[src/design/bpq_pkg.sv]
// Shared types and constants of the bucket priority thread queue.
`default_nettype none

package bpq_pkg;

   localparam int NUM_ENTRIES = 16;
   localparam int IDX_W       = 4;
   localparam int CNT_W       = 5;
   localparam int ID_W        = 16;
   localparam int PRIO_W      = 8;
   localparam int RANK_W      = 4;
   localparam int OP_W        = 3;
   localparam int STAT_W      = 3;

   localparam logic [OP_W-1:0] OP_INSERT  = 3'd0;
   localparam logic [OP_W-1:0] OP_DELETE  = 3'd1;
   localparam logic [OP_W-1:0] OP_REPRIO  = 3'd2;
   localparam logic [OP_W-1:0] OP_EXTRACT = 3'd3;
   localparam logic [OP_W-1:0] OP_SEARCH  = 3'd4;

   localparam logic [STAT_W-1:0] STAT_OK       = 3'd0;
   localparam logic [STAT_W-1:0] STAT_EMPTY    = 3'd1;
   localparam logic [STAT_W-1:0] STAT_FULL     = 3'd2;
   localparam logic [STAT_W-1:0] STAT_NOTFOUND = 3'd3;
   localparam logic [STAT_W-1:0] STAT_DUP      = 3'd4;

   typedef struct packed {
      logic [OP_W-1:0]   op;
      logic [ID_W-1:0]   thread_id;
      logic [PRIO_W-1:0] priority_req;
   } req_type;

   typedef struct packed {
      logic [ID_W-1:0]   result_id;
      logic [PRIO_W-1:0] result_priority;
      logic [STAT_W-1:0] status;
   } rsp_type;

   typedef struct packed {
      logic [ID_W-1:0]   id;
      logic [PRIO_W-1:0] prio;
      logic [RANK_W-1:0] rank;
   } entry_type;

   typedef struct packed {
      logic              clear;
      logic              sample;
      logic              live;
      logic [IDX_W-1:0]  idx;
      logic [ID_W-1:0]   key_id;
      logic [PRIO_W-1:0] key_prio;
   } scan_ctl_type;

   typedef struct packed {
      logic              hit;
      logic [IDX_W-1:0]  hit_idx;
      entry_type         hit_entry;
      logic              head_hit;
      logic [IDX_W-1:0]  head_idx;
      entry_type         head_entry;
      logic [CNT_W-1:0]  cnt;
      logic              any;
      logic [PRIO_W-1:0] min_prio;
   } scan_res_type;

endpackage

`default_nettype wire

[src/design/bucket_priority_thread_queue.sv]
// Top level: operation sequencer, valid bits and response register.
// Sixteen-entry thread table kept in a single-port-read memory. Every
// operation sweeps the table once, one entry a cycle with registered read
// data, then decides: search, insert and unused codes respond after this
// decision, as do a delete or reprioritize of a missing id and an extract
// from an empty queue. Otherwise delete, reprioritize and extract sweep a
// second time to renumber ranks in the affected bucket and decide again.
// busy stays high until the strobe cycle; the response shows for exactly
// that one cycle and cannot be held off, and a new start is taken in that
// same cycle.
`default_nettype none

module bucket_priority_thread_queue (
   input  wire logic     clock,
   input  wire logic     reset,
   input  wire logic     start,
   output logic          busy,
   input  wire bpq_pkg::req_type req_data,
   output logic          rsp_strobe,
   output bpq_pkg::rsp_type rsp_data
);

   typedef enum logic [4:0] {
      S_IDLE    = 5'b00001,
      S_PASS1   = 5'b00010,
      S_DECIDE1 = 5'b00100,
      S_PASS2   = 5'b01000,
      S_DECIDE2 = 5'b10000
   } state_type;

   state_type state_ff, state_in;
   bpq_pkg::req_type req_ff, req_in;
   logic [bpq_pkg::NUM_ENTRIES-1:0] valid_ff, valid_in;
   logic [bpq_pkg::CNT_W-1:0]  addr_ff, addr_in;
   logic                       rd_vld_ff, rd_vld_in;
   logic [bpq_pkg::IDX_W-1:0]  rd_idx_ff, rd_idx_in;
   logic [bpq_pkg::PRIO_W-1:0] key_prio_ff, key_prio_in;
   logic [bpq_pkg::PRIO_W-1:0] dec_prio_ff, dec_prio_in;
   logic [bpq_pkg::RANK_W-1:0] dec_rank_ff, dec_rank_in;
   logic [bpq_pkg::IDX_W-1:0]  slot_ff, slot_in;
   logic                       rsp_strobe_ff, rsp_strobe_in;
   bpq_pkg::rsp_type           rsp_ff, rsp_in;

   logic                       rd_en;
   logic [bpq_pkg::IDX_W-1:0]  rd_addr;
   bpq_pkg::entry_type         rd_data;
   logic                       wr_en;
   logic [bpq_pkg::IDX_W-1:0]  wr_addr;
   bpq_pkg::entry_type         wr_data;
   bpq_pkg::scan_ctl_type      scan_ctl;
   bpq_pkg::scan_res_type      scan_res;
   logic [bpq_pkg::IDX_W-1:0]  free_idx;
   logic                       table_full;

   bpq_table u_table (
      .clock   (clock),
      .rd_en   (rd_en),
      .rd_addr (rd_addr),
      .rd_data (rd_data),
      .wr_en   (wr_en),
      .wr_addr (wr_addr),
      .wr_data (wr_data)
   );

   bpq_scan u_scan (
      .clock    (clock),
      .reset    (reset),
      .ctl      (scan_ctl),
      .rd_entry (rd_data),
      .res      (scan_res)
   );

   // lowest free slot
   always_comb begin
      free_idx = '0;
      for (int i = bpq_pkg::NUM_ENTRIES - 1; i >= 0; i--) begin
         if (!valid_ff[i]) begin
            free_idx = bpq_pkg::IDX_W'(i);
         end
      end
   end

   assign table_full = &valid_ff;

   always_comb begin
      state_in      = state_ff;
      req_in        = req_ff;
      valid_in      = valid_ff;
      addr_in       = addr_ff;
      rd_vld_in     = 1'b0;
      rd_idx_in     = rd_idx_ff;
      key_prio_in   = key_prio_ff;
      dec_prio_in   = dec_prio_ff;
      dec_rank_in   = dec_rank_ff;
      slot_in       = slot_ff;
      rsp_strobe_in = 1'b0;
      rsp_in        = rsp_ff;

      rd_en   = 1'b0;
      rd_addr = addr_ff[bpq_pkg::IDX_W-1:0];
      wr_en   = 1'b0;
      wr_addr = rd_idx_ff;
      wr_data = rd_data;

      scan_ctl.clear    = 1'b0;
      scan_ctl.sample   = rd_vld_ff;
      scan_ctl.live     = valid_ff[rd_idx_ff];
      scan_ctl.idx      = rd_idx_ff;
      scan_ctl.key_id   = req_ff.thread_id;
      scan_ctl.key_prio = key_prio_ff;

      case (state_ff)
         S_IDLE: begin
            if (start) begin
               req_in         = req_data;
               key_prio_in    = req_data.priority_req;
               addr_in        = '0;
               scan_ctl.clear = 1'b1;
               state_in       = S_PASS1;
            end
         end

         S_PASS1, S_PASS2: begin
            if (addr_ff < bpq_pkg::CNT_W'(bpq_pkg::NUM_ENTRIES)) begin
               rd_en     = 1'b1;
               rd_vld_in = 1'b1;
               rd_idx_in = addr_ff[bpq_pkg::IDX_W-1:0];
               addr_in   = addr_ff + 1'b1;
            end
            // second sweep closes the rank gap in the affected bucket
            if (state_ff == S_PASS2 && rd_vld_ff && valid_ff[rd_idx_ff] &&
                rd_data.prio == dec_prio_ff && rd_data.rank > dec_rank_ff) begin
               wr_en        = 1'b1;
               wr_data.rank = rd_data.rank - 1'b1;
            end
            if (rd_vld_ff && rd_idx_ff == bpq_pkg::IDX_W'(bpq_pkg::NUM_ENTRIES - 1)) begin
               state_in = (state_ff == S_PASS1) ? S_DECIDE1 : S_DECIDE2;
            end
         end

         S_DECIDE1: begin
            rsp_in   = '0;
            state_in = S_IDLE;
            case (req_ff.op)
               bpq_pkg::OP_INSERT: begin
                  rsp_strobe_in = 1'b1;
                  if (scan_res.hit) begin
                     rsp_in.status = bpq_pkg::STAT_DUP;
                  end else if (table_full) begin
                     rsp_in.status = bpq_pkg::STAT_FULL;
                  end else begin
                     wr_en              = 1'b1;
                     wr_addr            = free_idx;
                     wr_data.id         = req_ff.thread_id;
                     wr_data.prio       = req_ff.priority_req;
                     wr_data.rank       = scan_res.cnt[bpq_pkg::RANK_W-1:0];
                     valid_in[free_idx] = 1'b1;
                  end
               end
               bpq_pkg::OP_DELETE, bpq_pkg::OP_REPRIO: begin
                  if (!scan_res.hit) begin
                     rsp_strobe_in = 1'b1;
                     rsp_in.status = bpq_pkg::STAT_NOTFOUND;
                  end else begin
                     valid_in[scan_res.hit_idx] = 1'b0;
                     dec_prio_in    = scan_res.hit_entry.prio;
                     dec_rank_in    = scan_res.hit_entry.rank;
                     slot_in        = scan_res.hit_idx;
                     addr_in        = '0;
                     scan_ctl.clear = 1'b1;
                     state_in       = S_PASS2;
                  end
               end
               bpq_pkg::OP_EXTRACT: begin
                  if (!scan_res.any) begin
                     rsp_strobe_in = 1'b1;
                     rsp_in.status = bpq_pkg::STAT_EMPTY;
                  end else begin
                     dec_prio_in    = scan_res.min_prio;
                     dec_rank_in    = '0;
                     key_prio_in    = scan_res.min_prio;
                     addr_in        = '0;
                     scan_ctl.clear = 1'b1;
                     state_in       = S_PASS2;
                  end
               end
               bpq_pkg::OP_SEARCH: begin
                  rsp_strobe_in = 1'b1;
                  if (scan_res.hit) begin
                     rsp_in.result_id       = scan_res.hit_entry.id;
                     rsp_in.result_priority = scan_res.hit_entry.prio;
                  end else begin
                     rsp_in.status = bpq_pkg::STAT_NOTFOUND;
                  end
               end
               default: begin
                  rsp_strobe_in = 1'b1;
               end
            endcase
         end

         S_DECIDE2: begin
            rsp_in        = '0;
            rsp_strobe_in = 1'b1;
            state_in      = S_IDLE;
            case (req_ff.op)
               bpq_pkg::OP_REPRIO: begin
                  wr_en             = 1'b1;
                  wr_addr           = slot_ff;
                  wr_data.id        = req_ff.thread_id;
                  wr_data.prio      = req_ff.priority_req;
                  wr_data.rank      = scan_res.cnt[bpq_pkg::RANK_W-1:0];
                  valid_in[slot_ff] = 1'b1;
               end
               bpq_pkg::OP_EXTRACT: begin
                  if (scan_res.head_hit) begin
                     // head rotates to the tail of its bucket
                     wr_en        = 1'b1;
                     wr_addr      = scan_res.head_idx;
                     wr_data      = scan_res.head_entry;
                     wr_data.rank = bpq_pkg::RANK_W'(scan_res.cnt - 1'b1);
                     rsp_in.result_id       = scan_res.head_entry.id;
                     rsp_in.result_priority = scan_res.head_entry.prio;
                  end else begin
                     rsp_in.status = bpq_pkg::STAT_EMPTY;
                  end
               end
               default: begin
               end
            endcase
         end

         default: begin
            state_in = S_IDLE;
         end
      endcase
   end

   always_ff @(posedge clock) begin
      if (reset) begin
         state_ff      <= S_IDLE;
         valid_ff      <= '0;
         addr_ff       <= '0;
         rd_vld_ff     <= 1'b0;
         rsp_strobe_ff <= 1'b0;
      end else begin
         state_ff      <= state_in;
         valid_ff      <= valid_in;
         addr_ff       <= addr_in;
         rd_vld_ff     <= rd_vld_in;
         rsp_strobe_ff <= rsp_strobe_in;
      end
      req_ff      <= req_in;
      rd_idx_ff   <= rd_idx_in;
      key_prio_ff <= key_prio_in;
      dec_prio_ff <= dec_prio_in;
      dec_rank_ff <= dec_rank_in;
      slot_ff     <= slot_in;
      rsp_ff      <= rsp_in;
   end

   assign busy       = (state_ff != S_IDLE);
   assign rsp_strobe = rsp_strobe_ff;
   assign rsp_data   = rsp_ff;

   a_strobe_idle: assert property (@(posedge clock) disable iff (reset)
      rsp_strobe |-> !busy)
      else $error("response strobe while busy");

   a_start_busy: assert property (@(posedge clock) disable iff (reset)
      (start && !busy) |=> busy)
      else $error("accepted start did not raise busy");

   a_full_status: assert property (@(posedge clock) disable iff (reset)
      (rsp_strobe && rsp_data.status == bpq_pkg::STAT_FULL) |-> (&valid_ff))
      else $error("full status with a free slot");

   a_empty_zero: assert property (@(posedge clock) disable iff (reset)
      (rsp_strobe && rsp_data.status == bpq_pkg::STAT_EMPTY) |-> (valid_ff == '0))
      else $error("empty status with a valid entry");

endmodule

`default_nettype wire

[src/design/bpq_table.sv]
// Entry memory: one write port, one read port with registered read data.
`default_nettype none

module bpq_table (
   input  wire logic                          clock,
   input  wire logic                          rd_en,
   input  wire logic [bpq_pkg::IDX_W-1:0]     rd_addr,
   output bpq_pkg::entry_type                 rd_data,
   input  wire logic                          wr_en,
   input  wire logic [bpq_pkg::IDX_W-1:0]     wr_addr,
   input  wire bpq_pkg::entry_type            wr_data
);

   bpq_pkg::entry_type mem [bpq_pkg::NUM_ENTRIES];
   bpq_pkg::entry_type rd_data_ff;

   always_ff @(posedge clock) begin
      if (wr_en) begin
         mem[wr_addr] <= wr_data;
      end
      if (rd_en) begin
         rd_data_ff <= mem[rd_addr];
      end
   end

   assign rd_data = rd_data_ff;

endmodule

`default_nettype wire

[src/design/bpq_scan.sv]
// Scan accumulator: id match, bucket count, bucket head and minimum priority.
`default_nettype none

module bpq_scan (
   input  wire logic           clock,
   input  wire logic           reset,
   input  wire bpq_pkg::scan_ctl_type ctl,
   input  wire bpq_pkg::entry_type  rd_entry,
   output bpq_pkg::scan_res_type res
);

   bpq_pkg::scan_res_type res_ff;
   bpq_pkg::scan_res_type res_in;

   always_comb begin
      res_in = res_ff;
      if (ctl.clear) begin
         res_in.hit      = 1'b0;
         res_in.head_hit = 1'b0;
         res_in.any      = 1'b0;
         res_in.cnt      = '0;
      end else if (ctl.sample && ctl.live) begin
         // first match by lowest index
         if (!res_ff.hit && rd_entry.id == ctl.key_id) begin
            res_in.hit       = 1'b1;
            res_in.hit_idx   = ctl.idx;
            res_in.hit_entry = rd_entry;
         end
         if (rd_entry.prio == ctl.key_prio) begin
            res_in.cnt = res_ff.cnt + 1'b1;
            if (!res_ff.head_hit && rd_entry.rank == '0) begin
               res_in.head_hit   = 1'b1;
               res_in.head_idx   = ctl.idx;
               res_in.head_entry = rd_entry;
            end
         end
         if (!res_ff.any || rd_entry.prio < res_ff.min_prio) begin
            res_in.any      = 1'b1;
            res_in.min_prio = rd_entry.prio;
         end
      end
   end

   always_ff @(posedge clock) begin
      if (reset) begin
         res_ff.hit      <= 1'b0;
         res_ff.head_hit <= 1'b0;
         res_ff.any      <= 1'b0;
         res_ff.cnt      <= '0;
      end else begin
         res_ff <= res_in;
      end
   end

   assign res = res_ff;

endmodule

`default_nettype wire

[config.mk]
export PLATFORM = sky130hd
export DESIGN_NAME = bucket_priority_thread_queue
export DESIGN_NICKNAME = d
export VERILOG_FILES = /design/src/design/bpq_pkg.sv /design/src/design/bucket_priority_thread_queue.sv /design/src/design/bpq_table.sv /design/src/design/bpq_scan.sv
export SDC_FILE = /design/constraint.sdc
export NUM_CORES = 1
export LEC_CHECK = 0
export ABC_AREA = 1
export BUFFER_PORTS_ARGS = -buffer_cell sky130_fd_sc_hd__buf_2
export CORE_ASPECT_RATIO = 0.9
export CORE_UTILIZATION = 50
export CTS_BUF_LIST = sky130_fd_sc_hd__clkbuf_8
export DETAILED_ROUTE_END_ITERATION = 16
export PLACE_DENSITY = 0.75
export REMOVE_ABC_BUFFERS = 1
export SLEW_MARGIN = 30
export SYNTH_ARGS = -nofsm -noshare
export SYNTH_HDL_FRONTEND = slang
export SYNTH_SLANG_ARGS = --single-unit
[constraint.sdc]
create_clock -name clock -period 5.2 [get_ports clock]
set_input_delay 0.52 -clock clock [delete_from_list [all_inputs] [get_ports clock]]
set_output_delay 0.52 -clock clock [all_outputs]
set_load 0.01 [all_outputs]
After elaboration in Yosys (flattened, before gate mapping)
Memory sizes are Yosys's and may differ from the RTL's. A register that Yosys moved wholly into a read port is not among the register bits.
Cells that the tools add are included.
{"block": "totals", "regBits": 186, "latchBits": 0, "memories": 1, "output_inout_bits": 29, "in_bits": 30, "ramBits": 448, "rom_bits": 0}
{"block": "op_classes", "add_sub_neg": 4, "order_cmp": 10, "n_mux": 97, "bitwise": 6, "eq_ne": 28, "n_reduce_logical": 41, "shifts": 0, "n_mul": 0, "n_div": 0}
{"name": "u_table.mem", "words": 16, "word_bits": 28, "read_ports": 1, "rd_clocked_by_memory_dff": 1, "wr": 1, "line": "bpq_table.sv:14", "text": "bpq_pkg::entry_type mem [bpq_pkg::NUM_ENTRIES];"}
{"op": "28-bit two-way mux", "n": 4}
{"op": "4-bit two-way mux", "n": 25}
{"op": "24-bit two-way mux", "n": 3}
{"op": "16-bit two-way mux", "n": 4}
{"op": "16-bit case mux with 2 select lines", "n": 2}
{"op": "28-bit case mux with 2 select lines", "n": 1}
{"op": "27-bit case mux with 2 select lines", "n": 1}
{"op": "24-bit case mux with 2 select lines", "n": 1}
{"op": "5-bit two-way mux", "n": 7}
{"op": "8-bit two-way mux", "n": 4}
{"op": "16-bit OR", "n": 2}
{"op": "4-bit case mux with 2 select lines", "n": 4}
{"op": "8-bit case mux with 2 select lines", "n": 2}
{"op": "5-bit case mux with 3 select lines", "n": 2}
{"op": "27-bit two-way mux", "n": 1}
{"op": "4-bit by 5-bit < comparator with 1-bit output, second input constant", "n": 4}
{"op": "1-bit two-way mux", "n": 20}
{"op": "16-bit AND", "n": 1}
{"op": "16-bit equality test", "n": 1}
{"op": "8-bit equality test", "n": 2}
{"op": "16-bit inverter", "n": 1}
{"op": "16-bit AND reduction", "n": 1}
{"op": "4-bit AND reduction", "n": 4}
{"op": "1-bit demux with 4-bit select", "n": 3}
{"op": "43 further kinds", "n": 86}

Logic depth before layout (Yosys ltp)
Gate-level depths: netlist (run 1).
{"block": "logic_depth", "depth_word": 25, "depth_mapped": 20, "depth_no_buf": 20}

Hierarchy
Synthesis (run 1) repeated with hierarchy kept, for this count alone.
{"block": "unflattened", "hier_cells": 2953, "area_unflattened_um2": 29728.5}
{"module": "bpq_table", "instances": 1, "cells_each": 1858, "area_per_inst_um2": 20063.0}
{"module": "bucket_priority_thread_queue", "instances": 1, "cells_each": 814, "area_per_inst_um2": 6386.1}
{"module": "bpq_scan", "instances": 1, "cells_each": 281, "area_per_inst_um2": 3279.4}

Least setup slack after synthesis (run 1)
No wires, ideal clock.
{"block": "synth_path", "path_type": "reg-to-reg", "startpoint": "reg state_ff[3]", "endpoint": "reg u_scan.res_ff (netlist bit u_scan.res[18]) (enable)", "n_path_buf": 0, "period_less_slack_ns": 4.103, "path_stages_with_launch": 9, "t_arrival_ns": 3.653, "required_ns": 4.750, "path_slack_ns": 1.097, "setup_ns": 0.450, "cell_sequence": "dfxtp_1 > nor2_4 > nand4_1 > inv_1 > nand2_1 > inv_1 > nor3_2 > inv_2 > nor3_1"}
{"block": "synth_via", "elab_chain_len": 4}
{"item": "start: declaration", "line": "bucket_priority_thread_queue.sv:31", "text": "state_type state_ff, state_in;"}
{"item": "start signal: assignment", "line": "bucket_priority_thread_queue.sv:247", "text": "state_ff <= state_in;"}
{"item": "5-bit by 3-bit equality test with 1-bit output or 5-bit by 1-bit equality test with 1-bit output (tied branches)", "line": "bucket_priority_thread_queue.sv:112", "text": "case (state_ff)"}
{"item": "1-bit case mux with 2 select lines *", "line": "bucket_priority_thread_queue.sv:112"}
{"item": "1-bit inverter (no line) *"}
{"item": "5-bit AND reduction (no line) *"}
{"item": "end signal: assignment", "line": "bpq_scan.sv:51", "text": "res_ff <= res_in;"}
{"item": "end: declaration", "line": "bpq_scan.sv:12", "text": "bpq_pkg::scan_res_type res_ff;"}
Every way passes the cells marked *; elsewhere a longest branch is shown, timed or not.
A chain may end at the register's enable or synchronous reset.

Worst setup path in the final report (run 1)
{"block": "layout_path", "startpoint": "reg req_ff[24] (netlist name)", "endpoint": "mem u_table.mem[9][26] (netlist name) (enable)"}
{"block": "layout_via", "elab_chain_len": 5}
{"item": "start: declaration", "line": "bucket_priority_thread_queue.sv:32", "text": "bpq_pkg::req_type req_ff, req_in;"}
{"item": "start signal: assignment", "line": "bucket_priority_thread_queue.sv:253", "text": "req_ff <= req_in;"}
{"item": "3-bit by 2-bit equality test with 1-bit output or 3-bit logical NOT (tied branches)", "line": "bucket_priority_thread_queue.sv:206, bucket_priority_thread_queue.sv:144"}
{"item": "1-bit case mux with 2 select lines or 1-bit two-way mux (tied branches)", "line": "bucket_priority_thread_queue.sv:206, bucket_priority_thread_queue.sv:144"}
{"item": "1-bit case mux with 3 select lines", "line": "bucket_priority_thread_queue.sv:112"}
{"item": "1-bit two-way mux", "line": "bpq_table.sv:18", "text": "if (wr_en) begin"}
{"item": "1-bit two-way mux (not written as such)", "line": "bpq_table.sv:19", "text": "mem[wr_addr] <= wr_data;"}
{"item": "end: declaration", "line": "bpq_table.sv:14"}
Parallel ways exist; a longest one is shown, timed or not.

==> results.toml, run 1 <==
[timing]
setup_ws_ns = 1.21
tns_ns = 0
tightest_slew_ns = 1.00
report.final.setup_viol = 0
fmax_mhz = 251
slew_violations = 0
finClkSkew_ns = 0.0675
grt_setup_unrepaired = "no"
fin_crit_sh_pct = 76.7
holdWs_ns = 0.0462
hold_viol_final = 0
min_period_ns = 3.99
maxSlewHeadroom_pct = 33.1

[floorplan]
ios = 59
coreArea_um2 = 54300
rows = 81
die_area_um2 = 56000
die_h_um = 225
die_w_um = 249
start_util_pct = 50.7

[routing]
wirelength_um = 70400
drt_first_pass_iters = 7
drt_iter0_markers = 2546
via_per_inst = 6.02
drc = 0
wl_per_cell_um = 22.7
vias = 18700
ant_nets = 0

[synth]
synthFlopType = "edfxtp_1"
synth-edff-count = 626
syn_avg_cell_area_um2 = 12.4
ys_seq_area_share_pct = 70.8
synthCells = 2228
ys_ff_latch = 661
syn-cell-area_um2 = 27500
async_reset_ff_share_pct = 0
yosysWarnings = 0
synth_cell_types = 52

[worst_setup_path]
critPathMaxFanout = 28
critPathRequiredTime_ns = 5.50
crit_end = "u_table.mem[9][26]$_DFFE_PP_"
cp_top_family = "simple AND/OR/NAND/NOR gates"
worstReg2RegStart = "req_ff[24]$_DFFE_PP_"
worst-setup-path-type = "flip-flop to flip-flop"
critPathBufInv = 4
cp.depth = 13
cp_cell_sequence = "nor2_1 > nand2_1 > nor2_1 > inv_1 > a21oi_1 > inv_1 > nor2_2 > inv_2 > o21ai_4 > inv_2 > a21oi_1 > nand2_1 > nor2_4"
timing.rr.end = "u_table.mem[9][26]$_DFFE_PP_"
end_kind = "flip-flop"
crit_start = "req_ff[24]$_DFFE_PP_"
r2r_cells = 13
regToRegSetupSlack_ns = 1.21
critPathMaxStageDelay_ns = 0.84
slowest_stage = "nor2_4"
critPathArrivalTime_ns = 4.29
start_kind = "flip-flop"

[placement]
placed_area_um2 = 28700
port_buffers = 58
dp_hpwl_um = 45200
dp_worst_setup_slack_ns = 1.25
place_inst = 2907
gp_congestion = 0.952

[layout]
n_fill_cell = 4251
area_delta_synth_final_pct = 11.9
stdcell_count = 3097
layout.nets = 2366
stdcell_area_um2 = 30800
drive_above_1_share_pct = 12.2

[global_routing]
grt_max_degree = 95
track_usage_pct = 25.0
grt_pass1_vias = 17900
grt_pass1_wl_um = 105000
gr-total-overflow = 0
grt_antenna_before_repair = 2

[clock_network]
cts_tree = "built"
insertion_delay_ns = 0.72
cts.sinks = 661
postCtsResizedCells = 0
cts_buffer_depth = 3
clock-root-buffer = "clkbuf_8"
path_clk_slew_ns = 0.06
htree_levels = 3
cts_made_buffers = 100

[run_status]
status = "completed"

[worst_hold_path]
hp-class = "input port to flip-flop"

[power]
pwr_density_cell_nw_per_um2 = 348
leakagePower_nw = 10.2
peakVddDrop_mv = 0.330

[run]
maxCapViolCount = 0
sequential cells by signal (all words and copies together), names as in the netlist, 5 cells and up:
name / cells
u_table.mem: 448
u_scan.res: 75
u_table.rd_data: 28
req_ff: 27
rsp_data: 27
valid_ff: 16
dec_prio_ff: 8
key_prio_ff: 8
addr_ff: 5
state_ff: 5
kinds of logic after synthesis:
family / share of synthesized area [%]
AO/OA/AOI/OAI: 10.4
XOR/XNOR: 0.764
adder cells (fa/ha/maj): 0.727
buffers and inverters: 3.40
flip-flops: 70.8
multiplexers: 1.56
AND/OR/NAND/NOR: 12.3
where the power goes:
part           internal [mW]  switching (mW)  total, mW  leakage [nW]
clock                   1.97            1.98       3.95          1.03
combinational          0.241           0.579      0.820          3.33
sequential              5.88          0.0688       5.95          5.89
Yosys cell counts, types with 2 or more instances:
cell type  count  area share (%)
nand2_1      242             3.3
o221ai_1      49             1.6
buf_2         12            0.22
inv_1        111             1.5
a221oi_1       3           0.095
a21oi_2        4            0.13
nand3b_1       2           0.055
or2_2          2           0.045
o21ai_0      201             3.7
edfxtp_1     626              68
nand4_1       16            0.36
buf_1         14            0.19
nor4_1         6            0.14
nand2_2        6            0.14
a31oi_1        2           0.045
nor2_1       331             4.5
o21bai_1       2           0.055
nor3_1        18            0.33
a221oi_2       2            0.11
clkbuf_1      87             1.2
nor3_4         2            0.12
o211ai_1      23            0.63
nor2_2         3           0.068
inv_2         14            0.19
xnor2_1        3           0.095
nand3_1      151             2.7
o21ai_1        2           0.036
mux2i_1       43             1.6
a22oi_1        2           0.055
ha_1          16            0.73
nor3b_1        4            0.11
dfxtp_1       35             2.5
nor2_4         4            0.16
o32ai_1       70             2.2
a21oi_1       75             1.4
a211oi_1       4            0.11
o22ai_1        6            0.14
xor2_1        21            0.67
metrics by stage:
step	util, %	power (mW)
after floorplan	-	6.60
after global routing	56.7	11.1
after detailed placement	52.8	6.85
final	56.7	10.7
after global placement	52.7	6.83
after CTS	56.2	10.7
worst min path at each step:
stage,cells after the start,startpoint,end
after floorplan,1,addr_ff[4]$_SDFFE_PP0P_,rd_vld_ff$_SDFF_PP0_
after global placement,0,addr_ff[3]$_SDFFE_PP0P_,rd_idx_ff[3]$_DFFE_PP_
after detailed placement,0,addr_ff[3]$_SDFFE_PP0P_,rd_idx_ff[3]$_DFFE_PP_
after CTS,1,req_data[18],req_ff[18]$_DFFE_PP_
after global routing,1,req_data[18],req_ff[18]$_DFFE_PP_
final,1,req_data[18],req_ff[18]$_DFFE_PP_
worst register-to-register path: stages, from the launching register on:
cell and delay, ns:
edfxtp_1 0.44, nor2_1 0.16, nand2_1 0.18, nor2_1 0.13, inv_1 0.07, a21oi_1 0.17
inv_1 0.08, nor2_2 0.17, inv_2 0.10, o21ai_4 0.13, inv_2 0.27, a21oi_1 0.49
nand2_1 0.36, nor2_4 0.84
layout make-up:
| class | instances | area (µm²) | area share, % |
|---|---|---|---|
| antenna | 1 | 2.50 | 0.00812 |
| clock buffer | 101 | 1390 | 4.51 |
| clock inverter | 72 | 418 | 1.36 |
| inverter | 127 | 482 | 1.56 |
| multi-input combinational | 1325 | 7270 | 23.6 |
| sequential | 661 | 19500 | 63.3 |
| tap | 705 | 882 | 2.86 |
| timing repair buffer | 105 | 861 | 2.79 |
cells in the final DEF (no fill, tap or decap), types with 17 or more instances in the layout:
master	Yosys	layout
edfxtp_1	626	626
nor2_1	331	310
nand2_1	242	242
o21ai_0	201	200
nand3_1	151	151
inv_1	111	136
clkbuf_8	0	101
a21oi_1	75	75
o32ai_1	70	70
buf_2	12	58
o221ai_1	49	47
mux2i_1	43	43
dfxtp_1	35	32
buf_4	1	29
clkinv_1	1	26
nor2_4	4	23
o211ai_1	23	23
xor2_1	21	21
nor3_1	18	17
layer usage:
layer	wire [µm]	global-route usage, %	vias up
met5	13	0	-
met4	1740	8.28	2
met3	7840	7.08	143
met2	32000	37.9	1029
met1	28800	34.8	9093
li1	-	-	8385
repair_timing:
item | 4_1_cts | 5_1_grt
buffers inserted | 0 | 0
hold buffers | 7 | 0
endpoints found under the hold margin | 7 | 0
Note: power is estimated with default switching activity, not from simulation.
==> inputs of run 2 (changes only) <==
- clock period: 5.2 -> 3.9 ns (I/O delays scaled with it)
==> results.toml, run 2 (synthesis gave the netlist of run 1 again) <==
[placement]
gp_congestion = 0.936
dp_hpwl_um = 45900
place_inst = 2934
placed_area_um2 = 29000
port_buffers = 58

[power]
leakagePower_nw = 10.5
p_comb_share_pct = 7.8
pwr-share-seq_pct = 54.7
peakVddDrop_mv = 0.489
pwr_density_cell_nw_per_um2 = 464
intPower_mw = 10.9
swShare_pct = 24.5
p_switching_mw = 3.56
p_clk_share_pct = 37.6

[routing]
via_per_inst = 6.02
top_layer = "met5"
wirelength_met1_um = 29700
wl_per_cell_um = 22.8
drt_iter0_markers = 2510
drc = 0
drt_first_pass_iters = 6
wl_met3_um = 8000
vias = 18900
met2_length_um = 32000
ant_nets = 0
wirelength_um = 71700

[floorplan]
die_w_um = 249
rows = 81
die_area_um2 = 56000
die_h_um = 225
start_util_pct = 50.7
ios = 59
coreArea_um2 = 54300

[timing]
tightest_slew_ns = 0.987
tns_ns = 0
report.final.setup_viol = 0
hold_viol_final = 0
min_period_ns = 3.61
fmax_mhz = 277
maxSlewHeadroom_pct = 34.2
fin_crit_sh_pct = 92.6
finClkSkew_ns = 0.0556
slew_violations = 0
grt_setup_unrepaired = "no"

[clock_network]
cts.sinks = 661
cts_buffer_depth = 3
htree_levels = 3
cts_setup_buffers = 0
cts_tree = "built"
clock-root-buffer = "clkbuf_8"
path_clk_slew_ns = 0.06
insertion_delay_ns = 0.73
cts_made_buffers = 101

[layout]
stdcell_count = 3145
layout.nets = 2407
ff_latch_area_um2 = 19500
stdcell_area_um2 = 31300
top_register = "u_table.mem"
mostFrequentLayoutCells = "edfxtp_1 (626), nor2_1 (310), nand2_1 (242), o21ai_0 (201), nand3_1 (151)"
multiInputGateArea_um2 = 7270
n_fill_cell = 4325
largest_register_ffs = 448
layout_commonest_cell = "edfxtp_1"
drive_above_1_share_pct = 12.8
antenna_cells = 0
area_delta_synth_final_pct = 13.6

[global_routing]
gr-total-overflow = 0
grt_antenna_before_repair = 4
grt_pass1_wl_um = 108000
track_usage_pct = 25.6
grt_max_degree = 136
grt_pass1_vias = 18100

[worst_setup_path]
slowest_stage = "nor2_4"
cp_top_family = "simple AND/OR/NAND/NOR gates"
worst-setup-path-type = "flip-flop to flip-flop"
critPathBufInv = 4
start_kind = "flip-flop"
crit_top_cell = "inv_2"
critPathRequiredTime_ns = 4.31
critPathMaxStageDelay_ns = 0.47
end_kind = "flip-flop"
critPathArrivalTime_ns = 4.03
cp_cell_sequence = "nor2_4 > nand2_2 > nor3_4 > inv_2 > nor2_2 > inv_2 > o21ai_4 > inv_2 > a21oi_1 > nand2_1 > nor2_4 > buf_12"
critPathMaxFanout = 22

[worst_hold_path]
hp-class = "input port to flip-flop"

[run]
maxCapViolCount = 0

[run_status]
status = "completed"
run 2: cell type report:
type,count,area share [%]
Sequential cell,661,62.4
Multi-Input combinational cell,1325,23.3
Clock buffer,104,4.58
Timing Repair Buffer,145,3.89
Tap cell,705,2.82
Inverter,127,1.54
Clock inverter,78,1.50
run 2: timing repair:
action | 4_1_cts | 5_1_grt
hold endpoints to repair | 30 | 0
gates resized for setup | 0 | 0
hold buffers | 28 | 0
run 2: power by group through the flow:
stage | Sequential, mW | Clock, mW | Combinational (mW)
floorplan | 8.13 | 0 | 0.673
global placement | 8.07 | 0 | 1.05
detailed placement | 8.08 | 0 | 1.08
CTS | 7.93 | 5.52 | 1.10
global route | 7.94 | 5.83 | 1.22
finish | 7.93 | 5.45 | 1.13
run 2: path summary, 6_finish.rpt:
kind,to,cells past startpoint,slack [ns],from
worst max register to register,u_table.mem[9][23]$_DFFE_PP_,12,0.29,state_ff[0]$_SDFFE_PP1P_
worst min register to register,rd_idx_ff[3]$_DFFE_PP_,0,0.48,addr_ff[3]$_SDFFE_PP0P_
worst min-delay path,rsp_strobe$_SDFF_PP0_,2,0.1,reset
worst max-delay path,u_table.mem[9][23]$_DFFE_PP_,12,0.29,state_ff[0]$_SDFFE_PP1P_
run 2: through the flow:
stage                     utilization, %  hold slack (ns)  worst slack [ns]  power (mW)
after floorplan                        -            0.421             -6.00        8.80
after global placement              53.4            0.444             0.427        9.13
after detailed placement            53.5            0.453             0.352        9.16
after CTS                           57.5           0.0470             0.326        14.6
after global routing                57.5           0.0685             0.111        15.0
final                               57.5           0.0978             0.288        14.5
run 2: per-layer routing:
layer | vias to the layer above | GRT usage, %
met1 | 9227 | 36.0
met4 | 2 | 9.02
met3 | 158 | 6.78
li1 | 8475 | -
met2 | 1076 | 38.5
met5 | - | 0
